--- src/hdl/sfp_pkg.sv ---
// shared constants, types and helpers of the spectral fundamental picker
package sfp_pkg;

  localparam int MAX_BINS   = 8192;
  localparam int NUM_PEAKS  = 5;
  localparam int IDX_W      = $clog2(MAX_BINS);
  localparam int SLOT_W     = $clog2(NUM_PEAKS);
  localparam int FUND_W     = 13;
  localparam int FIRST_W    = 13;
  localparam int MARGIN_W   = 16;
  localparam int DATA_W     = 32;
  localparam int POW_W      = 64;
  localparam int PROD_W     = IDX_W + MARGIN_W;
  localparam int SUM_W      = PROD_W + 2;
  localparam int CMP_W      = (IDX_W > FIRST_W) ? IDX_W : FIRST_W;

  localparam int QDEPTH     = 8;
  localparam int QPTR_W     = $clog2(QDEPTH);
  localparam int QCNT_W     = QPTR_W + 1;

  localparam int CFG_IDX_W  = 2;
  localparam int CFG_DATA_W = 16;

  localparam logic [CFG_IDX_W-1:0] REG_MARGIN = CFG_IDX_W'(0);
  localparam logic [CFG_IDX_W-1:0] REG_FIRST  = CFG_IDX_W'(1);

  localparam logic [MARGIN_W-1:0] MARGIN_RESET = MARGIN_W'(1966);
  localparam logic [FIRST_W-1:0]  FIRST_RESET  = FIRST_W'(10);
  localparam logic [IDX_W-1:0]    LAST_IDX     = IDX_W'(MAX_BINS - 1);
  localparam logic [PROD_W-1:0]   Q_ONE        = PROD_W'(65536);

  // harmonic divisors 2..6, reciprocals floor(65536 / d)
  localparam int MIN_DIV = 2;
  localparam int NUM_DIV = 5;
  localparam int RECIP_W = 17;
  localparam logic [RECIP_W-1:0] RECIP [NUM_DIV] = '{
    17'd32768, 17'd21845, 17'd16384, 17'd13107, 17'd10922
  };

  // one queue entry between front and back
  typedef struct packed {
    logic [POW_W-1:0]  power;
    logic [IDX_W-1:0]  idx;
    logic [PROD_W-1:0] slack;
    logic              take;
    logic              last;
  } sfp_entry_t;

  typedef struct packed {
    logic              valid;
    logic [QCNT_W-1:0] level;
  } sfp_qstat_t;

  // floor(n / (k + MIN_DIV)) by reciprocal multiply and one correction
  function automatic logic [IDX_W-1:0] div_by(input logic [IDX_W-1:0] n,
                                              input logic [2:0] k);
    logic [IDX_W+RECIP_W-1:0] prod;
    logic [IDX_W-1:0]         q;
    logic [IDX_W+3:0]         nxt;
    prod = (IDX_W+RECIP_W)'(n) * (IDX_W+RECIP_W)'(RECIP[k]);
    q    = prod[IDX_W+15:16];
    nxt  = ((IDX_W+4)'(q) + (IDX_W+4)'(1)) * ((IDX_W+4)'(k) + (IDX_W+4)'(MIN_DIV));
    if (nxt <= (IDX_W+4)'(n)) q = q + IDX_W'(1);
    return q;
  endfunction

endpackage

--- src/hdl/sfp_queue.sv ---
// small register fifo between front and back
module sfp_queue (
  input  logic                clk,
  input  logic                rst,
  input  logic                push_valid,
  input  sfp_pkg::sfp_entry_t push_data,
  input  logic                pop,
  output sfp_pkg::sfp_entry_t head,
  output sfp_pkg::sfp_qstat_t qstat
);

  sfp_pkg::sfp_entry_t        entries [sfp_pkg::QDEPTH];
  logic [sfp_pkg::QPTR_W-1:0] wr_ptr, rd_ptr;
  logic [sfp_pkg::QCNT_W-1:0] count;

  assign head        = entries[rd_ptr];
  assign qstat.valid = (count != '0);
  assign qstat.level = count;

  always_ff @(posedge clk) begin
    if (rst) begin
      wr_ptr <= '0;
      rd_ptr <= '0;
      count  <= '0;
    end else begin
      if (push_valid) wr_ptr <= wr_ptr + 1'b1;
      if (pop)        rd_ptr <= rd_ptr + 1'b1;
      count <= count + sfp_pkg::QCNT_W'(push_valid) - sfp_pkg::QCNT_W'(pop);
    end
    if (push_valid) entries[wr_ptr] <= push_data;
  end

endmodule

--- config.mk ---
export PLATFORM = sky130hd
export DESIGN_NAME = sfp_queue
export DESIGN_NICKNAME = d
export VERILOG_FILES = /design/src/hdl/sfp_pkg.sv /design/src/hdl/sfp_queue.sv
export SDC_FILE = /design/constraint.sdc
export NUM_CORES = 1
export LEC_CHECK = 0
export BUFFER_PORTS_ARGS = -buffer_cell sky130_fd_sc_hd__clkbuf_2
export CAP_MARGIN = 5
export CORE_ASPECT_RATIO = 1.25
export CORE_UTILIZATION = 45
export DETAILED_ROUTE_END_ITERATION = 10
export GPL_ROUTABILITY_DRIVEN = 0
export SETUP_SLACK_MARGIN = 0.5
export SYNTH_ARGS = -nofsm -noshare
export SYNTH_HDL_FRONTEND = slang
export SYNTH_SLANG_ARGS = --single-unit
--- constraint.sdc ---
create_clock -name clk -period 12.03 [get_ports clk]
set_input_delay 0.6015 -clock clk [delete_from_list [all_inputs] [get_ports clk]]
set_output_delay 0.6015 -clock clk [all_outputs]
set_load 0.005 [all_outputs]
# Word level (Yosys, flattened, before mapping)

Memory sizes are Yosys's and may differ from the RTL's. A register that Yosys moved wholly into a read port is not among the register bits.
Cells that the tools add are included.

Memories kept: 1
Bits in registers: 10
Bits in writable memories: 864

Add/sub/neg operators: 4
Reductions and logical operators: 1
Mux-type cells: 4

Memories:

| memory  | words | bits a word | read ports | clocked after memory_dff | write ports | RTL line        | RTL |
|---|---|---|---|---|---|---|---|
| entries | 8     | 108         | 1          | 1                        | 1           | sfp_queue.sv:12 | `sfp_pkg::sfp_entry_t entries [sfp_pkg::QDEPTH];` |

Operators by type and width:

| cell                                         | number |
|---|---|
| adder 3 x 1 -> 3 bit (second input constant) | 2 |
| two-way mux 3 bit                            | 2 |
| adder 4 x 1 -> 4 bit                         | 1 |
| nonzero test 4 bit                           | 1 |
| subtractor 4 x 1 -> 4 bit                    | 1 |
| two-way mux 1 bit                            | 2 |

# Longest topological paths before layout

Word-level depth: 3
Mapped depth: 8
Gate-level depth less buffers: 8

# Least setup slack after synthesis

No wires, ideal clock.

Path kind: input -> register
Start: in push_valid
End: mem entries[0][0] (netlist bit) (enable)
Setup slack: 3.328 ns
Arrival time: 7.995 ns
Buffers on the path: 0
Stages on the path: 2
Path through: nand2b_1 nor3_1

Cells in the longest elaborated chain, start to end: 2

Ends and longest elaborated chain:

| item                                    | RTL line        | RTL |
|---|---|---|
| start: declaration                      | sfp_queue.sv:5  | `input logic push_valid,` |
| two-way mux 1 bit                       | sfp_queue.sv:30 | `if (push_valid) entries[wr_ptr] <= push_data;` |
| two-way mux 1 bit (not written as such) | sfp_queue.sv:30 |  |
| end: declaration                        | sfp_queue.sv:12 |  |

Every way passes these cells.

==> results.cfg <==
[timing]
slew_viol_final = 0
worstMarginPinSlew_ps = 1120
relSlewSlack_pct = 25.4
whs_ps = 238
setup_tns_ps = 0
fmax_mhz = 185
setup_violations = 0
final_hold_viol_count = 0
grt_setup_unrepaired = no
finalCritPeriodShare_pct = 44.9
fin_crit_ps = 5400
fin_ws_ps = 6630
skew_ps = 15.8

[cts]
cts_resized = 0
cts_tree = done
cts_max_level = 3
cts_buffers = 86
cts_setup_buffers = 0
postCtsHoldBufs = 0
clk_latency_ps = 650
cts_root_buf = clkbuf_16
clock_path_buffers = 3
cts.clk_slew.worst_paths_ps = 60
cts.sinks = 877

[hold_path]
worstHoldPathCells = 1
worstHoldPathType = primary input to flip-flop
min_to = entries[5][19]
worstHoldStart = push_data[19]

[die]
rows = 111
core_sq_um = 73300
fp.dieH_microns = 307
die_area_sq_um = 75300
io_pins = 225
initial_utilization_pct = 45.5
die_x_microns = 246

[logic_synthesis]
syn_area_sq_um = 33400
yosysSeqAreaShare_pct = 78.5
synth_seq_cells = 877
yosysTopAreaCellShare_pct = 77.7
synthTopCellsByArea = edfxtp_1 78%, mux4_2 15%, mux2_4 3.1%
synthCells = 1316
ys.warnings.count = 0
synth.distinct_cells = 25
synth_nets = 1436
yosys.area.top_type = edfxtp_1
syn_avg_cell_area_sq_um = 25.4

[placement]
dpl_cell_area_sq_um = 35500
dp_hpwl_mm = 34.1
dp_worst_setup_slack_ps = 7040
port_buffers = 224

[global_routing]
grtUsageTotal_pct = 18.1
grt_pass1_vias = 15700
overflow = 0
grt_max_degree = 109
grt_antenna_before_repair = 6
grt_pass1_wl_mm = 99.2

[critical_path]
arrival_ps = 4800
crit_type = flip-flop to output pin
reg2reg_from = wr_ptr[0]
r2r_setup_slack_ps = 8600
start_kind = flip-flop
critPathSlowestCell = dfxtp_4
r2r_cells = 4
crit_path_cell_trace = buf_4, buf_4, buf_4, mux4_2, mux2_4, clkbuf_2
slowest_delay_ps = 1000
cp_common_cell = buf_4
cp_max_fo = 47
reg2reg_to = entries[5][43]
cp.required_ps = 11430
critPathCaptureType = output pin

[detailed_routing]
drt_iter0_markers = 940
vias = 14300
drc = 0
ant_nets = 0
firstDrtPassIters = 5
wl_per_cell_microns = 25.3
routed_wl_mm = 66.3
vias_per_cell = 5.46

[final_layout]
nNetsFinal = 1711
multi_input_area_sq_um = 6720
nFillCells = 5757
seq_area_sq_um = 26200
drive_gt1_share_pct = 42.3
syn_to_final_growth_pct = 14.6
design_area_sq_um = 38200

[power]
ir_drop_uv = 128
power.leakage_uw = 0.0123
powerDensity_nw_per_um2 = 173

[outcome]
status = finished clean

[run]
drv_cap = 0
## Yosys cell counts, drive strengths merged
| master | count |
|---|---|
| edfxtp | 864 |
| mux4 | 216 |
| mux2 | 108 |
| buf | 48 |
| nor2 | 16 |
| clkbuf | 13 |
| dfxtp | 13 |
| ha | 7 |
| inv | 7 |
| nand2 | 4 |
| nand2b | 4 |
| xor2 | 3 |
| a21oi | 2 |
| mux2i | 2 |
| nand3 | 2 |
| nor3 | 2 |
| xnor2 | 2 |
| a31o | 1 |
| fa | 1 |
| nor2b | 1 |
## critical path: cells and delay by family (launching register included)
| family | cells | cell delay, ps |
|---|---|---|
| mux | 2 | 840 |
| flops | 1 | 1000 |
| buf+inv | 4 | 2150 |
## metal layers
| layer | share of wire [%] | routed length, microns | up-vias | GRT usage, % |
|---|---|---|---|---|
| met5 | 0.080 | 53 | - | 0 |
| met4 | 1.9 | 1260 | 8 | 5.98 |
| met3 | 4.7 | 3120 | 83 | 3.67 |
| met2 | 51 | 33500 | 258 | 29.9 |
| met1 | 43 | 28400 | 7753 | 24.0 |
| li1 | - | - | 6198 | - |
## kinds of logic after synthesis
family          Yosys count  share of synthesized area, %
compound gates            3                        0.0562
xor+xnor                  5                         0.131
fa+ha+maj                 8                         0.322
buf+inv                  68                          1.56
flops                   877                          78.5
mux                     326                          19.1
simple gates             29                         0.379
## sequential cells by signal, summed over array words and instances, names as in the netlist, named ones only
| register | cells |
|---|---|
| entries | 864 |
| count | 4 |
| rd_ptr | 3 |
| wr_ptr | 3 |
## where the power goes
| part | switching (uW) | internal, uW | leakage (uW) | total [uW] |
|---|---|---|---|---|
| Sequential | 39.8 | 3440 | 0.00796 | 3480 |
| Combinational | 247 | 266 | 0.00301 | 513 |
| Clock | 1100 | 1520 | 0.00133 | 2630 |
## area by class of cell
class	instances	share of cell area (%)
Sequential cell	877	68.6
Multi-Input combinational cell	371	17.6
Clock buffer	104	5.97
Timing Repair Buffer	248	3.50
Tap cell	960	3.14
Clock inverter	50	1.19
Inverter	7	0.0687
Antenna cell	2	0.0131
## through the flow
step	util, %	total power (uW)	std cells
floorplan	-	3880	1316
global placement	48.4	4060	2463
detailed placement	48.4	4080	2463
CTS	52.1	6710	2617
global route	52.1	6840	2618
finish	52.2	6620	2619
## worst max path at each step
stage,from,endpoint,cells past startpoint
after detailed placement,flip-flop,head[23],6
after floorplan,push_valid,entries[0][0],2
after CTS,flip-flop,head[46],6
after global routing,flip-flop,head[23],6
final,flip-flop,head[46],6
after global placement,flip-flop,head[23],6
## layout by cell type (no fill, tap or decap), types with 4 or more instances in the layout
master	count
bufinv_16	8
nor2_1	10
nand2b_1	4
buf_4	21
inv_6	4
mux2_4	70
clkinv_1	22
mux2_2	38
nor2_4	6
dfxtp_1	10
mux4_2	216
ha_1	7
nand2_1	4
clkinv_2	10
clkbuf_2	224
clkbuf_1	15
edfxtp_1	864
inv_1	7
clkbuf_16	89
Power figures use the tool's default switching activity.
