===== src/hdl/sfp_pkg.sv =====
// shared constants, types and helpers of the spectral fundamental picker
package sfp_pkg;

  localparam int MAX_BINS   = 8192;
  localparam int NUM_PEAKS  = 5;
  localparam int IDX_W      = $clog2(MAX_BINS);
  localparam int SLOT_W     = $clog2(NUM_PEAKS);
  localparam int FUND_W     = 13;
  localparam int FIRST_W    = 13;
  localparam int MARGIN_W   = 16;
  localparam int DATA_W     = 32;
  localparam int POW_W      = 64;
  localparam int PROD_W     = IDX_W + MARGIN_W;
  localparam int SUM_W      = PROD_W + 2;
  localparam int CMP_W      = (IDX_W > FIRST_W) ? IDX_W : FIRST_W;

  localparam int QDEPTH     = 8;
  localparam int QPTR_W     = $clog2(QDEPTH);
  localparam int QCNT_W     = QPTR_W + 1;

  localparam int CFG_IDX_W  = 2;
  localparam int CFG_DATA_W = 16;

  localparam logic [CFG_IDX_W-1:0] REG_MARGIN = CFG_IDX_W'(0);
  localparam logic [CFG_IDX_W-1:0] REG_FIRST  = CFG_IDX_W'(1);

  localparam logic [MARGIN_W-1:0] MARGIN_RESET = MARGIN_W'(1966);
  localparam logic [FIRST_W-1:0]  FIRST_RESET  = FIRST_W'(10);
  localparam logic [IDX_W-1:0]    LAST_IDX     = IDX_W'(MAX_BINS - 1);
  localparam logic [PROD_W-1:0]   Q_ONE        = PROD_W'(65536);

  // harmonic divisors 2..6, reciprocals floor(65536 / d)
  localparam int MIN_DIV = 2;
  localparam int NUM_DIV = 5;
  localparam int RECIP_W = 17;
  localparam logic [RECIP_W-1:0] RECIP [NUM_DIV] = '{
    17'd32768, 17'd21845, 17'd16384, 17'd13107, 17'd10922
  };

  // one queue entry between front and back
  typedef struct packed {
    logic [POW_W-1:0]  power;
    logic [IDX_W-1:0]  idx;
    logic [PROD_W-1:0] slack;
    logic              take;
    logic              last;
  } sfp_entry_t;

  typedef struct packed {
    logic              valid;
    logic [QCNT_W-1:0] level;
  } sfp_qstat_t;

  // floor(n / (k + MIN_DIV)) by reciprocal multiply and one correction
  function automatic logic [IDX_W-1:0] div_by(input logic [IDX_W-1:0] n,
                                              input logic [2:0] k);
    logic [IDX_W+RECIP_W-1:0] prod;
    logic [IDX_W-1:0]         q;
    logic [IDX_W+3:0]         nxt;
    prod = (IDX_W+RECIP_W)'(n) * (IDX_W+RECIP_W)'(RECIP[k]);
    q    = prod[IDX_W+15:16];
    nxt  = ((IDX_W+4)'(q) + (IDX_W+4)'(1)) * ((IDX_W+4)'(k) + (IDX_W+4)'(MIN_DIV));
    if (nxt <= (IDX_W+4)'(n)) q = q + IDX_W'(1);
    return q;
  endfunction

endpackage


===== src/hdl/sfp_back.sv =====
// back end: top-five peak table, index sort, harmonic scan, result register
module sfp_back (
  input  logic                         clk,
  input  logic                         rst,
  input  logic [sfp_pkg::MARGIN_W-1:0] margin_frac,
  input  sfp_pkg::sfp_qstat_t          qstat,
  input  sfp_pkg::sfp_entry_t          head,
  output logic                         pop,
  output logic                         result_valid,
  input  logic                         result_stall,
  output logic [sfp_pkg::FUND_W-1:0]   fundamental_bin,
  output logic                         harmonic_found
);

  typedef enum logic [2:0] {ST_UPDATE, ST_SORT, ST_QUOT, ST_SCAN, ST_EMIT} state_t;

  state_t                      state;
  logic [sfp_pkg::POW_W-1:0]   peak_power [sfp_pkg::NUM_PEAKS];
  logic [sfp_pkg::IDX_W-1:0]   peak_index [sfp_pkg::NUM_PEAKS];
  logic [sfp_pkg::SLOT_W-1:0]  step;
  logic [sfp_pkg::IDX_W-1:0]   top, pick;
  logic [sfp_pkg::IDX_W-1:0]   quot [sfp_pkg::NUM_DIV];
  logic                        found;

  // insertion
  logic [sfp_pkg::SUM_W-1:0]   ii, hi;
  logic [sfp_pkg::SUM_W-1:0]   jj   [sfp_pkg::NUM_PEAKS];
  logic [sfp_pkg::NUM_PEAKS-1:0] gt, far;
  logic                        hit, blocked, ins_ok;
  logic [sfp_pkg::SLOT_W-1:0]  pos;

  // sort and scan
  logic [sfp_pkg::IDX_W-1:0]   sorted [sfp_pkg::NUM_PEAKS];
  logic [sfp_pkg::IDX_W-1:0]   scan_j;
  logic [sfp_pkg::SUM_W-1:0]   scan_jj, tol, qq;
  logic                        match;
  logic                        out_free;

  assign pop      = (state == ST_UPDATE) && qstat.valid;
  assign out_free = !result_valid || !result_stall;

  always_comb begin
    ii = sfp_pkg::SUM_W'({head.idx, {sfp_pkg::MARGIN_W{1'b0}}});
    hi = ii + sfp_pkg::SUM_W'(head.slack);
    for (int s = 0; s < sfp_pkg::NUM_PEAKS; s++) begin
      jj[s]  = sfp_pkg::SUM_W'({peak_index[s], {sfp_pkg::MARGIN_W{1'b0}}});
      far[s] = (jj[s] > hi) || ((jj[s] + sfp_pkg::SUM_W'(head.slack)) < ii);
      gt[s]  = head.power > peak_power[s];
    end
    hit = 1'b0;
    pos = '0;
    for (int p = 0; p < sfp_pkg::NUM_PEAKS; p++) begin
      if (!hit && gt[p]) begin
        hit = 1'b1;
        pos = sfp_pkg::SLOT_W'(p);
      end
    end
    blocked = 1'b0;
    for (int s = 0; s < sfp_pkg::NUM_PEAKS; s++) begin
      if ((sfp_pkg::SLOT_W'(s) < pos) && !far[s]) blocked = 1'b1;
    end
    ins_ok = head.take && hit && !blocked;
  end

  // one odd-even transposition pass, larger index moves toward slot 0
  always_comb begin
    for (int s = 0; s < sfp_pkg::NUM_PEAKS; s++) sorted[s] = peak_index[s];
    for (int k = 0; k < sfp_pkg::NUM_PEAKS - 1; k++) begin
      if ((k % 2) == int'(step[0]) && peak_index[k+1] > peak_index[k]) begin
        sorted[k]   = peak_index[k+1];
        sorted[k+1] = peak_index[k];
      end
    end
  end

  // bracket test of every quotient against one peak
  always_comb begin
    scan_j  = peak_index[step];
    scan_jj = sfp_pkg::SUM_W'({scan_j, {sfp_pkg::MARGIN_W{1'b0}}});
    tol     = sfp_pkg::SUM_W'(scan_j) * sfp_pkg::SUM_W'(margin_frac);
    match   = 1'b0;
    qq      = '0;
    for (int k = 0; k < sfp_pkg::NUM_DIV; k++) begin
      qq = sfp_pkg::SUM_W'({quot[k], {sfp_pkg::MARGIN_W{1'b0}}});
      if ((qq + tol > scan_jj) && (qq < scan_jj + tol)) match = 1'b1;
    end
  end

  always_ff @(posedge clk) begin
    if (rst) begin
      state        <= ST_UPDATE;
      result_valid <= 1'b0;
      step         <= '0;
      for (int s = 0; s < sfp_pkg::NUM_PEAKS; s++) begin
        peak_power[s] <= '0;
        peak_index[s] <= '0;
      end
    end else begin
      // in ST_EMIT the result register is reloaded instead of drained
      if (result_valid && !result_stall && state != ST_EMIT) result_valid <= 1'b0;
      unique case (state)
        ST_UPDATE: begin
          if (pop) begin
            if (ins_ok) begin
              for (int s = sfp_pkg::NUM_PEAKS - 1; s > 0; s--) begin
                if (sfp_pkg::SLOT_W'(s) > pos) begin
                  peak_power[s] <= peak_power[s-1];
                  peak_index[s] <= peak_index[s-1];
                end
              end
              peak_power[pos] <= head.power;
              peak_index[pos] <= head.idx;
            end
            if (head.last) begin
              state <= ST_SORT;
              step  <= '0;
            end
          end
        end
        ST_SORT: begin
          for (int s = 0; s < sfp_pkg::NUM_PEAKS; s++) peak_index[s] <= sorted[s];
          if (step == sfp_pkg::SLOT_W'(sfp_pkg::NUM_PEAKS - 1)) begin
            state <= ST_QUOT;
          end else begin
            step <= step + 1'b1;
          end
        end
        ST_QUOT: begin
          top   <= peak_index[0];
          pick  <= peak_index[0];
          found <= 1'b0;
          for (int k = 0; k < sfp_pkg::NUM_DIV; k++) begin
            quot[k] <= sfp_pkg::div_by(peak_index[0], 3'(k));
          end
          step  <= sfp_pkg::SLOT_W'(sfp_pkg::NUM_PEAKS - 1);
          state <= ST_SCAN;
        end
        ST_SCAN: begin
          if (match) begin
            pick  <= scan_j;
            found <= 1'b1;
          end
          if ((step == sfp_pkg::SLOT_W'(1)) || (match && scan_j != top)) begin
            state <= ST_EMIT;
          end else begin
            step <= step - 1'b1;
          end
        end
        ST_EMIT: begin
          if (out_free) begin
            result_valid    <= 1'b1;
            fundamental_bin <= sfp_pkg::FUND_W'(pick);
            harmonic_found  <= found;
            for (int s = 0; s < sfp_pkg::NUM_PEAKS; s++) begin
              peak_power[s] <= '0;
              peak_index[s] <= '0;
            end
            state <= ST_UPDATE;
          end
        end
        default: state <= ST_UPDATE;
      endcase
    end
  end

endmodule


===== config.mk =====
export PLATFORM = sky130hd
export DESIGN_NAME = sfp_back
export DESIGN_NICKNAME = d
export VERILOG_FILES = /design/src/hdl/sfp_pkg.sv /design/src/hdl/sfp_back.sv
export SDC_FILE = /design/constraint.sdc
export NUM_CORES = 2
export LEC_CHECK = 0
export BUFFER_PORTS_ARGS = -buffer_cell sky130_fd_sc_hd__buf_4
export CAP_MARGIN = 40
export CORE_MARGIN = 3
export CORE_UTILIZATION = 45
export DETAILED_ROUTE_END_ITERATION = 16
export PLACE_DENSITY = 0.69
export SETUP_SLACK_MARGIN = 0.2
export SLEW_MARGIN = 20
export SYNTH_ARGS = -nofsm -noshare
export SYNTH_HDL_FRONTEND = slang
export SYNTH_SLANG_ARGS = --single-unit
export TNS_END_PERCENT = 1

===== constraint.sdc =====
create_clock -name clk -period 14.9 [get_ports clk]
set_input_delay 0.745 -clock clk [delete_from_list [all_inputs] [get_ports clk]]
set_output_delay 0.745 -clock clk [all_outputs]
set_load 0.01 [all_outputs]

# Word-level counts from Yosys, hierarchy flattened
# Memories as Yosys holds them, arrays and structs flattened. A register that Yosys moved wholly into a read port is not among the register bits.
# Cells that the tools add are included.
[op_classes]
n_bitwise = 25
eq_ne = 16
n_lt_le_gt_ge = 43
n_reduce_logical = 53
n_mul = 7
n_mux = 128
add_sub_neg = 24
[ops]
columns = ["op", "n"]
rows = [
  ["$mux W64", 10],
  ["$mux W13", 28],
  ["$add A29 B29 Y30", 12],
  ["$gt A64 B64 Y1", 5],
  ["$gt A29 B30 Y1", 5],
  ["$gt A30 B29 Y1", 5],
  ["$lt A30 B29 Y1", 5],
  ["$lt A29 B31 Y1", 4],
  ["$mux W26", 4],
  ["$add A11 B1 Y12 const B", 6],
  ["$reduce_or A64 Y1", 1],
  ["$mux W1", 63],
  ["$add A12 B1 Y13 const B", 4],
  ["$gt A13 B13 Y1", 4],
  ["$le A15 B13 Y1", 3],
  ["$mux W3", 15],
  ["$mux W12", 3],
  ["$lt A29 B30 Y1", 1],
  ["$mul A13 B16 Y29", 1],
  ["$le A14 B13 Y1", 2],
  ["$mul A13 B15 Y28 const B", 1],
  ["$mul A13 B14 Y27 const B", 1],
  ["$mul A13 B13 Y26 const B", 1],
  ["$pmux W13 S2", 1],
  ["other kinds (33)", 111],
]
[totals]
memories = 3
in_bits = 132
wordCells = 307
ramBits = 450
ff_bits = 48
output_inout_bits = 16
[mem_list]
columns = ["memory", "words", "word_bits", "read_ports", "rd_ports_with_merged_regs", "write_ports", "line", "rtl"]
rows = [
  ["peak_power", 5, 64, 5, 0, 5, "sfp_back.sv:18", "logic [sfp_pkg::POW_W-1:0] peak_power [sfp_pkg::NUM_PEAKS];"],
  ["peak_index", 5, 13, 6, 1, 5, "sfp_back.sv:19", "logic [sfp_pkg::IDX_W-1:0] peak_index [sfp_pkg::NUM_PEAKS];"],
  ["quot", 5, 13, 5, 0, 5, "sfp_back.sv:22", "logic [sfp_pkg::IDX_W-1:0] quot [sfp_pkg::NUM_DIV];"],
]

# Logic depth before layout (Yosys ltp)
# An unclocked memory read counts as a cell.
[depth]
ltp_word = 32
mapped_depth = 53
ltp_nobuf = 49

# Worst setup path before layout
# Ideal clock, no wire load.
[synth_timing]
path_type = "register to register"
from = "register (tool-made name)"
to = "register found, enable pin"
t_arrival_ps = 11480
path_buffers = 3
period_less_slack_ps = 11842
setup_slack_ps = 3058
required_ps = 14538
setup_time_ps = 362
path_stages_with_launch = 45
cell_sequence = "dfxtp_1 clkbuf_1 buf_1 mux4_2 mux2i_1 clkbuf_1 nor2b_1 fa_1 inv_1 fa_1 inv_1 fa_1 fa_1 inv_1 fa_1 inv_1 ha_1 a211o_1 [... 9 more ...] ha_1 a21o_1 o22a_1 o31a_1 a21o_1 a21oi_1 xor2_1 ha_1 nand2_1 o21bai_1 a221o_1 a311o_1 maj3_1 o2bb2ai_1 o32ai_1 a211oi_2 nand2_1 a21o_1"
[synth_lines]
columns = ["item", "line", "rtl"]
rows = [
  ["end signal, assigned", "sfp_back.sv:131", "found <= 1'b0;"],
  ["end signal, assigned", "sfp_back.sv:141", "found <= 1'b1;"],
  ["end, declared", "sfp_back.sv:23", "logic found;"],
]

==> metrics.md <==
| Metric | Value |
|---|---|
| Largest net degree at the start of global routing | 69 |
| Share of the synthesized area in the top cell type | 0.264 |
| Max frequency | 75.1 MHz |
| Busiest grt layer | met2 |
| Post-cts hold buffer count | 0 |
| Post-synth EDFFs | 527 |
| Worst slew pin tran | 1.05 ns |
| Clk_lat worst skew | 0.69 ns |
| Synth area leader | edfxtp_1 |
| Via count | 47700 |
| GPL Wtd Cong | 0.951 |
| Final #Nets | 7910 |
| Data arrival time of the critical path | 13.87 ns |
| IO buf count | approximately 140 |
| Synth cell types | 95 |
| Worst slew margin | 0.302 |
| Total CTS buffers | 66 |
| Worst Hold Class | in2reg |
| Via density | roughly 5.8 |
| Mapped Area | 0.0600 mm² |
| Mapped Cells | approximately 6200 |
| Clock sink count | 537 |
| CP max stage delay | 0.80 ns |
| # resized after CTS | 0 |
| Ys flop type | edfxtp_1 |
| WL/cell | roughly 21 µm |
| Max Cap Violations | 0 |
| Initial Util | 0.455 |
| Met3 Use GR | 0.0383 |
| DR pass1 iterations | 5 |
| Tcrit/Tclk final | 0.893 |
| Root Driver | clkbuf_16 |
| Die area | 0.138 mm² |
| First-pass GRT wire length | 265000 µm |
| Highest-delay cell along the critical path | dfxtp_2 |
| Final Critical Period | 13.31 ns |
| Crit path required time | 15.46 ns |
| Synthesis-to-finish area growth | 10.2% |
| Synthesis warning total | 0 |
| CTS tree | done |
| Met2 usage | 0.411 |
| Final setup vio count | 0 |
| Clock buffer depth | 3 |
| DRC viols | 0 |
| Post-CTS setup buffer count | 0 |
| Post-Route Setup TNS | 0 ns |
| Worst setup EP type | register |
| Avg Cell Area, Syn | roughly 9.7 µm² |
| Critical path peak fanout | 20 |
| Remaining Overflow, GRT | 0 |
| Most frequent cells in the layout | ha_1, inv_1, edfxtp_1 |
| Chip width | 371 µm |
| Routed Antenna Nets | 0 |
| H-tree depth | 3 |
| Top cells by area, synth | edfxtp_1, ha_1, fa_1 |
| Reg clk slew, reported paths | 0.06 ns |
| Synth Register Bits | 537 |
| Drt initial violations | 3772 |
| Overall Global Routing Usage | 0.246 |
| CP dominant cell by count | fa_1 |
| Placed wire-length estimate | 133000 µm |
| # fillers | 11900 |
| Grt met1 use | 0.327 |
| Hold Vio Cnt, Final | 0 |
| Num rows | 133 |
| RSZ-0062 raised after global routing | no |
| Core ar. | 0.132 mm² |
| Die height | 371 µm |
| IO Count | 148 |
| Commonest non-fill, non-tap cell in the layout | ha_1 |
| Post-synthesis sequential area ratio | 0.267 |
| Ys async rst share | 0 |
| Share of cells above drive strength 1 | 0.0669 |
| Wirelength, routed | 171000 µm |
| Layout Skew | 0.0575 ns |
| Crit Path Class | reg2reg |
| Vias in the first global route | 47100 |
| Startpoint types | register |
| Initial antenna violation count | 8 |
| Status | complete, no violations |
| Max Slew Vio Count | 0 |
==> state kept, by name (all words and copies together) (netlist names), named ones only <==
| name | cells |
|---|---|
| found | 1 |
| peak_index | 104 |
| fundamental_bin | 13 |
| pick | 13 |
| state | 3 |
| step | 3 |
| quot | 62 |
| result_valid | 1 |
| peak_power | 320 |
| harmonic_found | 1 |
| top | 13 |
==> cell families (layout without fill, tap and decap cells) <==
kind of cell | after synthesis | after routing | share of synthesized area
xor+xnor | 276 | 276 | 0.0403
mux | 56 | 56 | 0.0149
compound gates | 1482 | 1482 | 0.169
fa+ha+maj | 1387 | 1387 | 0.325
simple gates | 1392 | 1392 | 0.116
flops | 537 | 537 | 0.267
other cells | 1 | 45 | 0.0000625
buf+inv | 1070 | 1272 | 0.0674
==> Yosys cell counts (all sizes together), types with 55 or more instances <==
cell	n
a21o	219
a21oi	376
a22o	218
and2	131
clkbuf	127
edfxtp	527
fa	287
ha	1098
inv	905
nand2	482
nand3	66
nand4	120
nor2	222
nor2b	115
nor3	55
o21a	75
o21ai	210
xnor2	184
xor2	92
==> worst max-delay path, delay by kind of cell (launching register included) <==
family	cells	cell delay, ns
buffers and inverters	5	1.13
adders and majority gates	8	3.71
DFF	1	0.80
xor gates and xnor gates	1	0.09
and+or+nand+nor	12	2.27
AOI/OAI and AO/OA	18	4.15
muxes	2	1.05
==> per-stage QoR <==
stage | cells | instance area, µm² | hold slack [ns] | setup WS, ns | utilization
finish | 8202 | 66100 | 0.352 | 1.59 | 0.501
CTS | 8191 | 66000 | 0.312 | 1.63 | 0.500
global placement | 8052 | 63500 | 0.403 | 1.82 | 0.481
floorplan | 6241 | 60200 | 0.400 | 3.06 | -
global route | 8200 | 66100 | 0.331 | 0.837 | 0.501
detailed placement | 8073 | 63800 | 0.405 | 1.68 | 0.484
==> layout make-up <==
class	instances	area [µm²]	area share
diodes	4	10.0	0.000151
clock buffers	78	1720	0.0260
clock inverters	40	480	0.00727
inverters	907	3400	0.0515
multi-input cells	4634	40300	0.609
flip-flops and latches	537	16000	0.242
well taps	1755	2200	0.0332
repair buffers	247	2030	0.0307
==> worst paths after layout <==
path                                      endpoint  cells after the start     start  slack [ns]
worst max-delay path                       step[1]                     46  register        1.59
worst min-delay path             peak_index[6][10]                      1  head[41]        0.35
worst max register to register             step[1]                     46  register        1.59
worst min register to register  fundamental_bin[3]                      0   pick[3]        0.42
==> layer usage <==
layer / vias up / wire, µm
met1: 23200 / 72900
met4: 8 / 5780
met5: - / 62
met3: 321 / 12000
li1: 22500 / -
met2: 1619 / 80200
Power is not shown: default switching activity piles up to over one toggle a cycle in this logic, so the estimate is an artifact.
